--- src/ule_pkg.sv ---
// Shared types, constants and microcode table for the USB line state encoder.
package ule_pkg;

    localparam int STEP_W = 4;
    localparam int BIT_W  = 3;

    localparam logic [STEP_W-1:0] STEP_SYNC = 4'd0;
    localparam logic [STEP_W-1:0] STEP_DATA = 4'd8;
    localparam logic [STEP_W-1:0] STEP_LAST = 4'd13;
    localparam logic [BIT_W-1:0]  BIT_LAST  = 3'd7;

    typedef enum logic [1:0] {
        LS_SE0 = 2'd0,
        LS_SE1 = 2'd1,
        LS_K   = 2'd2,
        LS_J   = 2'd3
    } line_t;

    typedef enum logic {
        KIND_CONST = 1'b0,
        KIND_DATA  = 1'b1
    } kind_t;

    typedef enum logic [1:0] {
        BR_NEXT = 2'd0,
        BR_BYTE = 2'd1,
        BR_DONE = 2'd2
    } br_t;

    typedef struct packed {
        kind_t kind;
        line_t ls;
        br_t   br;
    } cw_t;

    // sequencer -> datapath
    typedef struct packed {
        logic  emit;
        logic  load;
        kind_t kind;
        line_t ls;
        logic  eor;
    } ctrl_t;

    // datapath -> sequencer
    typedef struct packed {
        logic out_free;
        logic bit_done;
        logic last;
    } stat_t;

    function automatic cw_t ule_rom(input logic [STEP_W-1:0] pc);
        cw_t cw;
        cw = '{kind: KIND_CONST, ls: LS_J, br: BR_DONE};
        unique case (pc)
            4'd0:    cw = '{kind: KIND_CONST, ls: LS_K,   br: BR_NEXT};
            4'd1:    cw = '{kind: KIND_CONST, ls: LS_J,   br: BR_NEXT};
            4'd2:    cw = '{kind: KIND_CONST, ls: LS_K,   br: BR_NEXT};
            4'd3:    cw = '{kind: KIND_CONST, ls: LS_J,   br: BR_NEXT};
            4'd4:    cw = '{kind: KIND_CONST, ls: LS_K,   br: BR_NEXT};
            4'd5:    cw = '{kind: KIND_CONST, ls: LS_J,   br: BR_NEXT};
            4'd6:    cw = '{kind: KIND_CONST, ls: LS_K,   br: BR_NEXT};
            4'd7:    cw = '{kind: KIND_CONST, ls: LS_K,   br: BR_NEXT};
            4'd8:    cw = '{kind: KIND_DATA,  ls: LS_J,   br: BR_BYTE};
            4'd9:    cw = '{kind: KIND_CONST, ls: LS_SE0, br: BR_NEXT};
            4'd10:   cw = '{kind: KIND_CONST, ls: LS_SE0, br: BR_NEXT};
            4'd11:   cw = '{kind: KIND_CONST, ls: LS_J,   br: BR_NEXT};
            4'd12:   cw = '{kind: KIND_CONST, ls: LS_J,   br: BR_NEXT};
            4'd13:   cw = '{kind: KIND_CONST, ls: LS_J,   br: BR_DONE};
            default: cw = '{kind: KIND_CONST, ls: LS_J,   br: BR_DONE};
        endcase
        return cw;
    endfunction

endpackage

--- src/ule_ifs.sv ---
// Handshake channel interfaces for the USB line state encoder.
interface ule_in_if;
    logic       valid;
    logic       ready;
    logic [7:0] data_byte;
    logic       is_first;
    logic       is_last;

    modport source (output valid, data_byte, is_first, is_last, input ready);
    modport sink   (input valid, data_byte, is_first, is_last, output ready);
endinterface

interface ule_out_if;
    logic valid;
    logic ready;
    logic dplus;
    logic dminus;
    logic end_of_run;

    modport source (output valid, dplus, dminus, end_of_run, input ready);
    modport sink   (input valid, dplus, dminus, end_of_run, output ready);
endinterface

interface ule_cfg_if;
    logic valid;
    logic ready;
    logic low_speed;

    modport source (output valid, low_speed, input ready);
    modport sink   (input valid, low_speed, output ready);
endinterface

--- src/usb_line_state_encoder.sv ---
// USB line state encoder: sync, NRZI-coded byte LSB first, end of packet.
// Each accepted byte produces one line state per clock while the output is taken:
// 8 states for a plain byte, 16 with sync, 13 with end of packet, 21 with both.
// The microcode emits one state per step, and one per bit at the data step; the
// next item can be accepted once the last state of the previous one has entered
// the output register. No bit stuffing is applied. low_speed swaps the D+/D- levels
// of J and K; the user must write it only while idle, as the block does not enforce it.
module usb_line_state_encoder (
    input  logic      clk,
    input  logic      rst_n,
    ule_in_if.sink    din,
    ule_out_if.source dout,
    ule_cfg_if.sink   cfg
);
    import ule_pkg::*;

    ctrl_t ctrl;
    stat_t stat;
    logic  busy;
    logic  accept;

    assign din.ready = !busy;
    assign accept    = din.valid && !busy;

    ule_seq u_seq (
        .clk      (clk),
        .rst_n    (rst_n),
        .accept   (accept),
        .is_first (din.is_first),
        .stat     (stat),
        .ctrl     (ctrl),
        .busy     (busy)
    );

    ule_dp u_dp (
        .clk   (clk),
        .rst_n (rst_n),
        .ctrl  (ctrl),
        .stat  (stat),
        .din   (din),
        .dout  (dout),
        .cfg   (cfg)
    );

endmodule

--- src/ule_seq.sv ---
// Microcode sequencer: step counter, control table lookup and branch logic.
module ule_seq (
    input  logic             clk,
    input  logic             rst_n,
    input  logic             accept,
    input  logic             is_first,
    input  ule_pkg::stat_t   stat,
    output ule_pkg::ctrl_t   ctrl,
    output logic             busy
);
    import ule_pkg::*;

    logic [STEP_W-1:0] pc_reg;
    logic [STEP_W-1:0] pc_next;
    logic              busy_reg;
    logic              busy_next;
    cw_t               cw;
    logic              advance;
    logic              done;

    assign cw      = ule_rom(pc_reg);
    assign advance = busy_reg && stat.out_free;

    always_comb
    begin
        done    = 1'b0;
        pc_next = pc_reg;
        unique case (cw.br)
            BR_NEXT:
            begin
                pc_next = pc_reg + 1'b1;
            end
            BR_BYTE:
            begin
                // stay on the data step until all eight bits are out
                if (stat.bit_done)
                begin
                    if (stat.last)
                        pc_next = pc_reg + 1'b1;
                    else
                        done = 1'b1;
                end
            end
            default:
            begin
                done = 1'b1;
            end
        endcase
    end

    always_comb
    begin
        busy_next = busy_reg;
        if (accept)
            busy_next = 1'b1;
        else if (advance && done)
            busy_next = 1'b0;
    end

    always_ff @(posedge clk or negedge rst_n)
    begin
        if (!rst_n)
        begin
            pc_reg   <= STEP_SYNC;
            busy_reg <= 1'b0;
        end
        else
        begin
            busy_reg <= busy_next;
            if (accept)
                pc_reg <= is_first ? STEP_SYNC : STEP_DATA;
            else if (advance)
                pc_reg <= pc_next;
        end
    end

    assign ctrl.emit = advance;
    assign ctrl.load = accept;
    assign ctrl.kind = cw.kind;
    assign ctrl.ls   = cw.ls;
    assign ctrl.eor  = done;
    assign busy      = busy_reg;

    a_pc_range: assert property (@(posedge clk) disable iff (!rst_n)
        busy_reg |-> pc_reg <= STEP_LAST)
        else $error("step counter ran past the end of the program");

    a_end_marks_finish: assert property (@(posedge clk) disable iff (!rst_n)
        $fell(busy_reg) |-> $past(ctrl.emit && ctrl.eor))
        else $error("sequencer went idle without emitting the final line state");

    a_no_accept_busy: assert property (@(posedge clk) disable iff (!rst_n)
        accept |-> !busy_reg)
        else $error("item accepted while the program was running");

endmodule

--- src/ule_dp.sv ---
// Datapath: byte shifter, bit counter, NRZI line state and output register.
module ule_dp (
    input  logic           clk,
    input  logic           rst_n,
    input  ule_pkg::ctrl_t ctrl,
    output ule_pkg::stat_t stat,
    ule_in_if.sink         din,
    ule_out_if.source      dout,
    ule_cfg_if.sink        cfg
);
    import ule_pkg::*;

    logic [7:0]       byte_reg;
    logic [BIT_W-1:0] cnt_reg;
    logic             last_reg;
    logic             low_speed_reg;
    line_t            line_reg;
    line_t            line_next;
    logic             out_valid_reg;
    logic             out_valid_next;
    logic             dp_reg;
    logic             dm_reg;
    logic             eor_reg;
    logic             dp_next;
    logic             dm_next;

    always_comb
    begin
        line_next = line_reg;
        if (ctrl.kind == KIND_DATA)
        begin
            // zero toggles, one holds
            if (byte_reg[0])
                line_next = (line_reg == LS_J) ? LS_J : LS_K;
            else
                line_next = (line_reg == LS_K) ? LS_J : LS_K;
        end
        else
        begin
            line_next = ctrl.ls;
        end
    end

    always_comb
    begin
        unique case (line_next)
            LS_SE0:
            begin
                dp_next = 1'b0;
                dm_next = 1'b0;
            end
            LS_SE1:
            begin
                dp_next = 1'b1;
                dm_next = 1'b1;
            end
            LS_J:
            begin
                dp_next = !low_speed_reg;
                dm_next = low_speed_reg;
            end
            default:
            begin
                dp_next = low_speed_reg;
                dm_next = !low_speed_reg;
            end
        endcase
    end

    always_comb
    begin
        out_valid_next = out_valid_reg;
        if (ctrl.emit)
            out_valid_next = 1'b1;
        else if (dout.ready)
            out_valid_next = 1'b0;
    end

    always_ff @(posedge clk or negedge rst_n)
    begin
        if (!rst_n)
        begin
            line_reg      <= LS_J;
            low_speed_reg <= 1'b0;
            out_valid_reg <= 1'b0;
            cnt_reg       <= '0;
        end
        else
        begin
            out_valid_reg <= out_valid_next;
            if (cfg.valid && cfg.ready)
                low_speed_reg <= cfg.low_speed;
            if (ctrl.load)
                cnt_reg <= '0;
            else if (ctrl.emit && ctrl.kind == KIND_DATA)
                cnt_reg <= cnt_reg + 1'b1;
            if (ctrl.emit)
                line_reg <= line_next;
        end
    end

    always_ff @(posedge clk)
    begin
        if (ctrl.load)
        begin
            byte_reg <= din.data_byte;
            last_reg <= din.is_last;
        end
        else if (ctrl.emit && ctrl.kind == KIND_DATA)
        begin
            byte_reg <= {1'b0, byte_reg[7:1]};
        end
        if (ctrl.emit)
        begin
            dp_reg  <= dp_next;
            dm_reg  <= dm_next;
            eor_reg <= ctrl.eor;
        end
    end

    assign stat.out_free = !out_valid_reg || dout.ready;
    assign stat.bit_done = (cnt_reg == BIT_LAST);
    assign stat.last     = last_reg;

    assign dout.valid      = out_valid_reg;
    assign dout.dplus      = dp_reg;
    assign dout.dminus     = dm_reg;
    assign dout.end_of_run = eor_reg;
    assign cfg.ready       = 1'b1;

    a_no_overwrite: assert property (@(posedge clk) disable iff (!rst_n)
        ctrl.emit |-> (!out_valid_reg || dout.ready))
        else $error("output register overwritten while its item was waiting");

    a_end_on_idle_level: assert property (@(posedge clk) disable iff (!rst_n)
        (out_valid_reg && eor_reg) |-> (line_reg == LS_J || line_reg == LS_K))
        else $error("run ended with the line outside J or K");

endmodule

--- src/flat_wrapper.sv ---
// flat-port wrapper written by rule: the top's interface ports become plain ports
module usb_line_state_encoder_flat import ule_pkg::*;
  (clk, rst_n, din_valid, din_data_byte, din_is_first, din_is_last, din_ready, dout_valid, dout_dplus, dout_dminus, dout_end_of_run, dout_ready, cfg_valid, cfg_low_speed, cfg_ready);
  ule_in_if din_i ();
  ule_out_if dout_i ();
  ule_cfg_if cfg_i ();
  input  logic clk;
  input  logic rst_n;
  input wire logic [$bits(din_i.valid)-1:0] din_valid;
  input wire logic [$bits(din_i.data_byte)-1:0] din_data_byte;
  input wire logic [$bits(din_i.is_first)-1:0] din_is_first;
  input wire logic [$bits(din_i.is_last)-1:0] din_is_last;
  output wire logic [$bits(din_i.ready)-1:0] din_ready;
  output wire logic [$bits(dout_i.valid)-1:0] dout_valid;
  output wire logic [$bits(dout_i.dplus)-1:0] dout_dplus;
  output wire logic [$bits(dout_i.dminus)-1:0] dout_dminus;
  output wire logic [$bits(dout_i.end_of_run)-1:0] dout_end_of_run;
  input wire logic [$bits(dout_i.ready)-1:0] dout_ready;
  input wire logic [$bits(cfg_i.valid)-1:0] cfg_valid;
  input wire logic [$bits(cfg_i.low_speed)-1:0] cfg_low_speed;
  output wire logic [$bits(cfg_i.ready)-1:0] cfg_ready;
  assign din_i.valid = din_valid;
  assign din_i.data_byte = din_data_byte;
  assign din_i.is_first = din_is_first;
  assign din_i.is_last = din_is_last;
  assign din_ready = din_i.ready;
  assign dout_valid = dout_i.valid;
  assign dout_dplus = dout_i.dplus;
  assign dout_dminus = dout_i.dminus;
  assign dout_end_of_run = dout_i.end_of_run;
  assign dout_i.ready = dout_ready;
  assign cfg_i.valid = cfg_valid;
  assign cfg_i.low_speed = cfg_low_speed;
  assign cfg_ready = cfg_i.ready;
  usb_line_state_encoder u_core (.clk(clk), .rst_n(rst_n), .din(din_i), .dout(dout_i), .cfg(cfg_i));
endmodule
--- config.mk ---
export PLATFORM = sky130hd
export DESIGN_NAME = usb_line_state_encoder_flat
export DESIGN_NICKNAME = d
export VERILOG_FILES = /design/src/ule_pkg.sv /design/src/ule_ifs.sv /design/src/usb_line_state_encoder.sv /design/src/ule_seq.sv /design/src/ule_dp.sv /design/src/flat_wrapper.sv
export SDC_FILE = /design/constraint.sdc
export NUM_CORES = 1
export LEC_CHECK = 0
export ABC_AREA = 1
export BUFFER_PORTS_ARGS = -buffer_cell sky130_fd_sc_hd__buf_2
export CAP_MARGIN = 20
export CELL_PAD_IN_SITES_DETAIL_PLACEMENT = 1
export CELL_PAD_IN_SITES_GLOBAL_PLACEMENT = 2
export CORE_MARGIN = 2
export CORE_UTILIZATION = 25
export DETAILED_ROUTE_END_ITERATION = 8
export PLACE_DENSITY_LB_ADDON = 0.1
export SLEW_MARGIN = 20
export SYNTH_ARGS = -nofsm -noshare
export SYNTH_HDL_FRONTEND = slang
export SYNTH_SLANG_ARGS = --single-unit
--- constraint.sdc ---
create_clock -name clk -period 1.6 [get_ports clk]
set_input_delay 0.08 -clock clk [delete_from_list [all_inputs] [get_ports clk]]
set_output_delay 0.08 -clock clk [all_outputs]
set_load 0.005 [all_outputs]
==> flow_summary_export.csv <==
group,metric,value,unit
status,outcome,"finished clean",
detailed_routing,firstDrtPassIters,4,
grt,initial_antenna_violation_count,0,
placement,detailedPlacementHpwl,2150,µm
cells_and_area,final_nets,189,
synthesis,syn_area_per_cell,9.22,µm²
grt,total_grt_usage,0.114,
sta,timing_hold_violations_final,0,
worst_setup_path,crit_path_launch_type,"register",
clock_tree,clk_pin_slew_worst_paths,90,ps
clock_tree,clockRootBuffer,"sky130_fd_sc_hd__clkbuf_8",
worst_setup_path,critPathKind,"reg -> reg",
cells_and_area,antenna-diode-count,0,
placement,place_congestion,0.817,
sta,slew_violations,0,
grt,grt_max_degree,15,
synthesis,post_synth_instance_area,0.00126,mm²
clock_tree,tritoncts,"built",
synthesis,synth_ff_type,"sky130_fd_sc_hd__edfxtp_1",
placement,place_worst_setup_slack,21.6,ps
power,power-per-cell-area,1630,mW/mm²
cells_and_area,area_growth_syn_to_layout,26.4,%
placement,placement.io_buffers,20,
synthesis,number_of_enable_flip_flop_cells_after_synthesis,12,
cells_and_area,largest_register_ffs,8,
sta,fin_crit,1460,ps
worst_setup_path,cp_max_fo,9,
detailed_routing,final_antenna_net_count,0,
floorplanning,core.rowCount,25,
clock_tree,insertion_delay,270,ps
clock_tree,cts_inserted_buffers,3,
floorplanning,floorplan.initialDensity,0.264,
synthesis,synth.ff_latch_count,24,
min_path,worst_hold_startpoint,"cfg_valid",
clock_tree,max-clock-path-buffers,2,
synthesis,synth-warning-count,0,
floorplanning,design.die.area,0.00563,mm²
worst_setup_path,critical_path_arrival,1450,ps
sta,achievable-frequency,685,MHz
cells_and_area,ratio_of_cells_with_drive_above_1_in_the_final_layout,0.311,
floorplanning,boundaryPins,22,
worst_setup_path,cp.required,1590,ps
detailed_routing,routed_wirelength,2810,µm
power,cellLeakagePower,0.793,nW
sta,fin_tns_setup,0,ps
sta,finalCritPeriodShare,0.912,
synthesis,post_synth_arst_share,0.500,
floorplanning,die_x,75.1,µm
detailed_routing,vias_per_cell,4.06,
worst_setup_path,timing.critical_path.from,"u_core.u_seq.pc_reg[0]",
grt,grt_pass1_vias,1040,
detailed_routing,post-route-drc-count,0,
synthesis,ys_types,27,
sta,timing.final.ws_setup,141,ps
sta,finalSetupViolations,0,
floorplanning,core_region_area,0.00479,mm²
power,worst_ir_drop_vdd,0.505,mV
synthesis,synth_nets,158,
worst_setup_path,end_kind,"register",
detailed_routing,avgRoutedWirePerCell,12.0,µm
worst_setup_path,r2r-start,"u_core.u_seq.pc_reg[0]",
floorplanning,die_height,75.1,µm
min_path,min_path_type,"in -> reg",
grt,global_route_wire_length_before_repair,4810,µm
grt,globalRouteOverflowTotal,0,
clock_tree,cts_htree_levels,1,
detailed_routing,vias,949,
clock_tree,cts_sinks,24,
sta,rsz0062_at_grt,"false",
synthesis,syn-instance-count,137,
sta,fin_skew,3.01,ps
synthesis,synth_sequential_area_ratio,0.525,
detailed_routing,detail_route.iter0.violations,25,
job,cap_violations,0,
-- logic make-up after synthesis --
group                    count (synthesis)  synth area share
XOR/XNOR                                 1           0.00694
flip-flops                              24             0.525
adder cells (fa/ha/maj)                  5            0.0496
AO/OA/AOI/OAI                           11            0.0525
buffers and inverters                   19            0.0624
other                                    1           0.00297
AND/OR/NAND/NOR                         76             0.300
-- per-layer routing --
| layer | wire [µm] | share of wire | global-route usage |
|---|---|---|---|
| met3 | 67 | 0.024 | 0.0161 |
| met5 | 0 | 0 | 0 |
| met4 | 22 | 0.0078 | 0.0417 |
| met1 | 1330 | 0.47 | 0.148 |
| met2 | 1390 | 0.50 | 0.194 |
-- cells in the mapped netlist (2+ instances only) --
cell,n,area share
sky130_fd_sc_hd__nand2_4,5,0.045
sky130_fd_sc_hd__dfstp_2,2,0.042
sky130_fd_sc_hd__nand2_1,47,0.14
sky130_fd_sc_hd__o21ai_0,3,0.012
sky130_fd_sc_hd__edfxtp_1,12,0.29
sky130_fd_sc_hd__nand3_1,9,0.036
sky130_fd_sc_hd__dfrtp_1,10,0.20
sky130_fd_sc_hd__nand4_1,5,0.025
sky130_fd_sc_hd__nand2_2,2,0.0099
sky130_fd_sc_hd__inv_1,13,0.039
sky130_fd_sc_hd__o21ai_2,2,0.014
sky130_fd_sc_hd__a21oi_1,4,0.016
sky130_fd_sc_hd__inv_2,2,0.0059
sky130_fd_sc_hd__ha_1,5,0.050
sky130_fd_sc_hd__nor2_1,4,0.012
-- placed cells by master (no fill, tap or decap), types with 3 or more instances in the layout --
master / n
sky130_fd_sc_hd__nand2_1: 47
sky130_fd_sc_hd__buf_2: 20
sky130_fd_sc_hd__edfxtp_1: 12
sky130_fd_sc_hd__inv_1: 11
sky130_fd_sc_hd__dfrtp_1: 10
sky130_fd_sc_hd__nand3_1: 9
sky130_fd_sc_hd__nand2_4: 5
sky130_fd_sc_hd__nand4_1: 5
sky130_fd_sc_hd__buf_4: 5
sky130_fd_sc_hd__inv_2: 4
sky130_fd_sc_hd__a21oi_1: 4
sky130_fd_sc_hd__nor2_1: 4
sky130_fd_sc_hd__ha_1: 4
sky130_fd_sc_hd__o21ai_0: 3
sky130_fd_sc_hd__clkbuf_8: 3
-- final cells by class --
cell class	count	area, µm²
Multi-Input combinational cell	94	533
Inverter	17	66.3
Clock buffer	3	41.3
Timing Repair Buffer	28	178
Clock inverter	1	30.0
Tap cell	67	83.8
Sequential cell	24	663
Fill cell	570	3190
-- worst max-delay path: stages (launching register included) --
cell and delay, ps:
sky130_fd_sc_hd__dfrtp_1 410, sky130_fd_sc_hd__inv_1 120, sky130_fd_sc_hd__ha_4 160, sky130_fd_sc_hd__nand2_4 70, sky130_fd_sc_hd__nor2_8 110, sky130_fd_sc_hd__nand2_4 70, sky130_fd_sc_hd__nand2_1 110, sky130_fd_sc_hd__buf_12 140
-- stage by stage --
step	std cells	total power, mW	utilization	hold slack [ps]	area [µm²]
finish	234	2.59	0.333	16.4	1600
global route	234	2.83	0.333	39.1	1600
CTS	233	2.57	0.329	13.7	1580
detailed placement	227	2.02	0.310	-0.256	1480
global placement	227	1.98	0.310	-9.71	1480
floorplan	137	1.70	-	-216	1260
-- power breakdown --
part,switching [mW],internal (mW)
clock network,0.203,0.334
registers,0.117,0.875
logic,0.628,0.437
total,0.948,1.65
-- what timing repair did --
item	in CTS	in global routing
buffers inserted	0	1
resized for setup	0	4
endpoints found under the hold margin	13	0
hold buffers	2	0
setup endpoints to repair	0	16
-- worst paths after layout --
check | end | cells after the start | slack [ps]
max in group asynchronous | u_core.u_dp.line_reg[1] | 2 | 1070
setup / recovery | u_core.u_dp.byte_reg[3] | 7 | 140
setup reg to reg | u_core.u_dp.byte_reg[3] | 7 | 140
min in group asynchronous | u_core.u_dp.cnt_reg[2] | 2 | 240
hold reg to reg | u_core.u_dp.cnt_reg[0] | 1 | 490
hold / removal | u_core.u_dp.low_speed_reg | 2 | 20
Note: power is estimated with default switching activity, not from simulation.
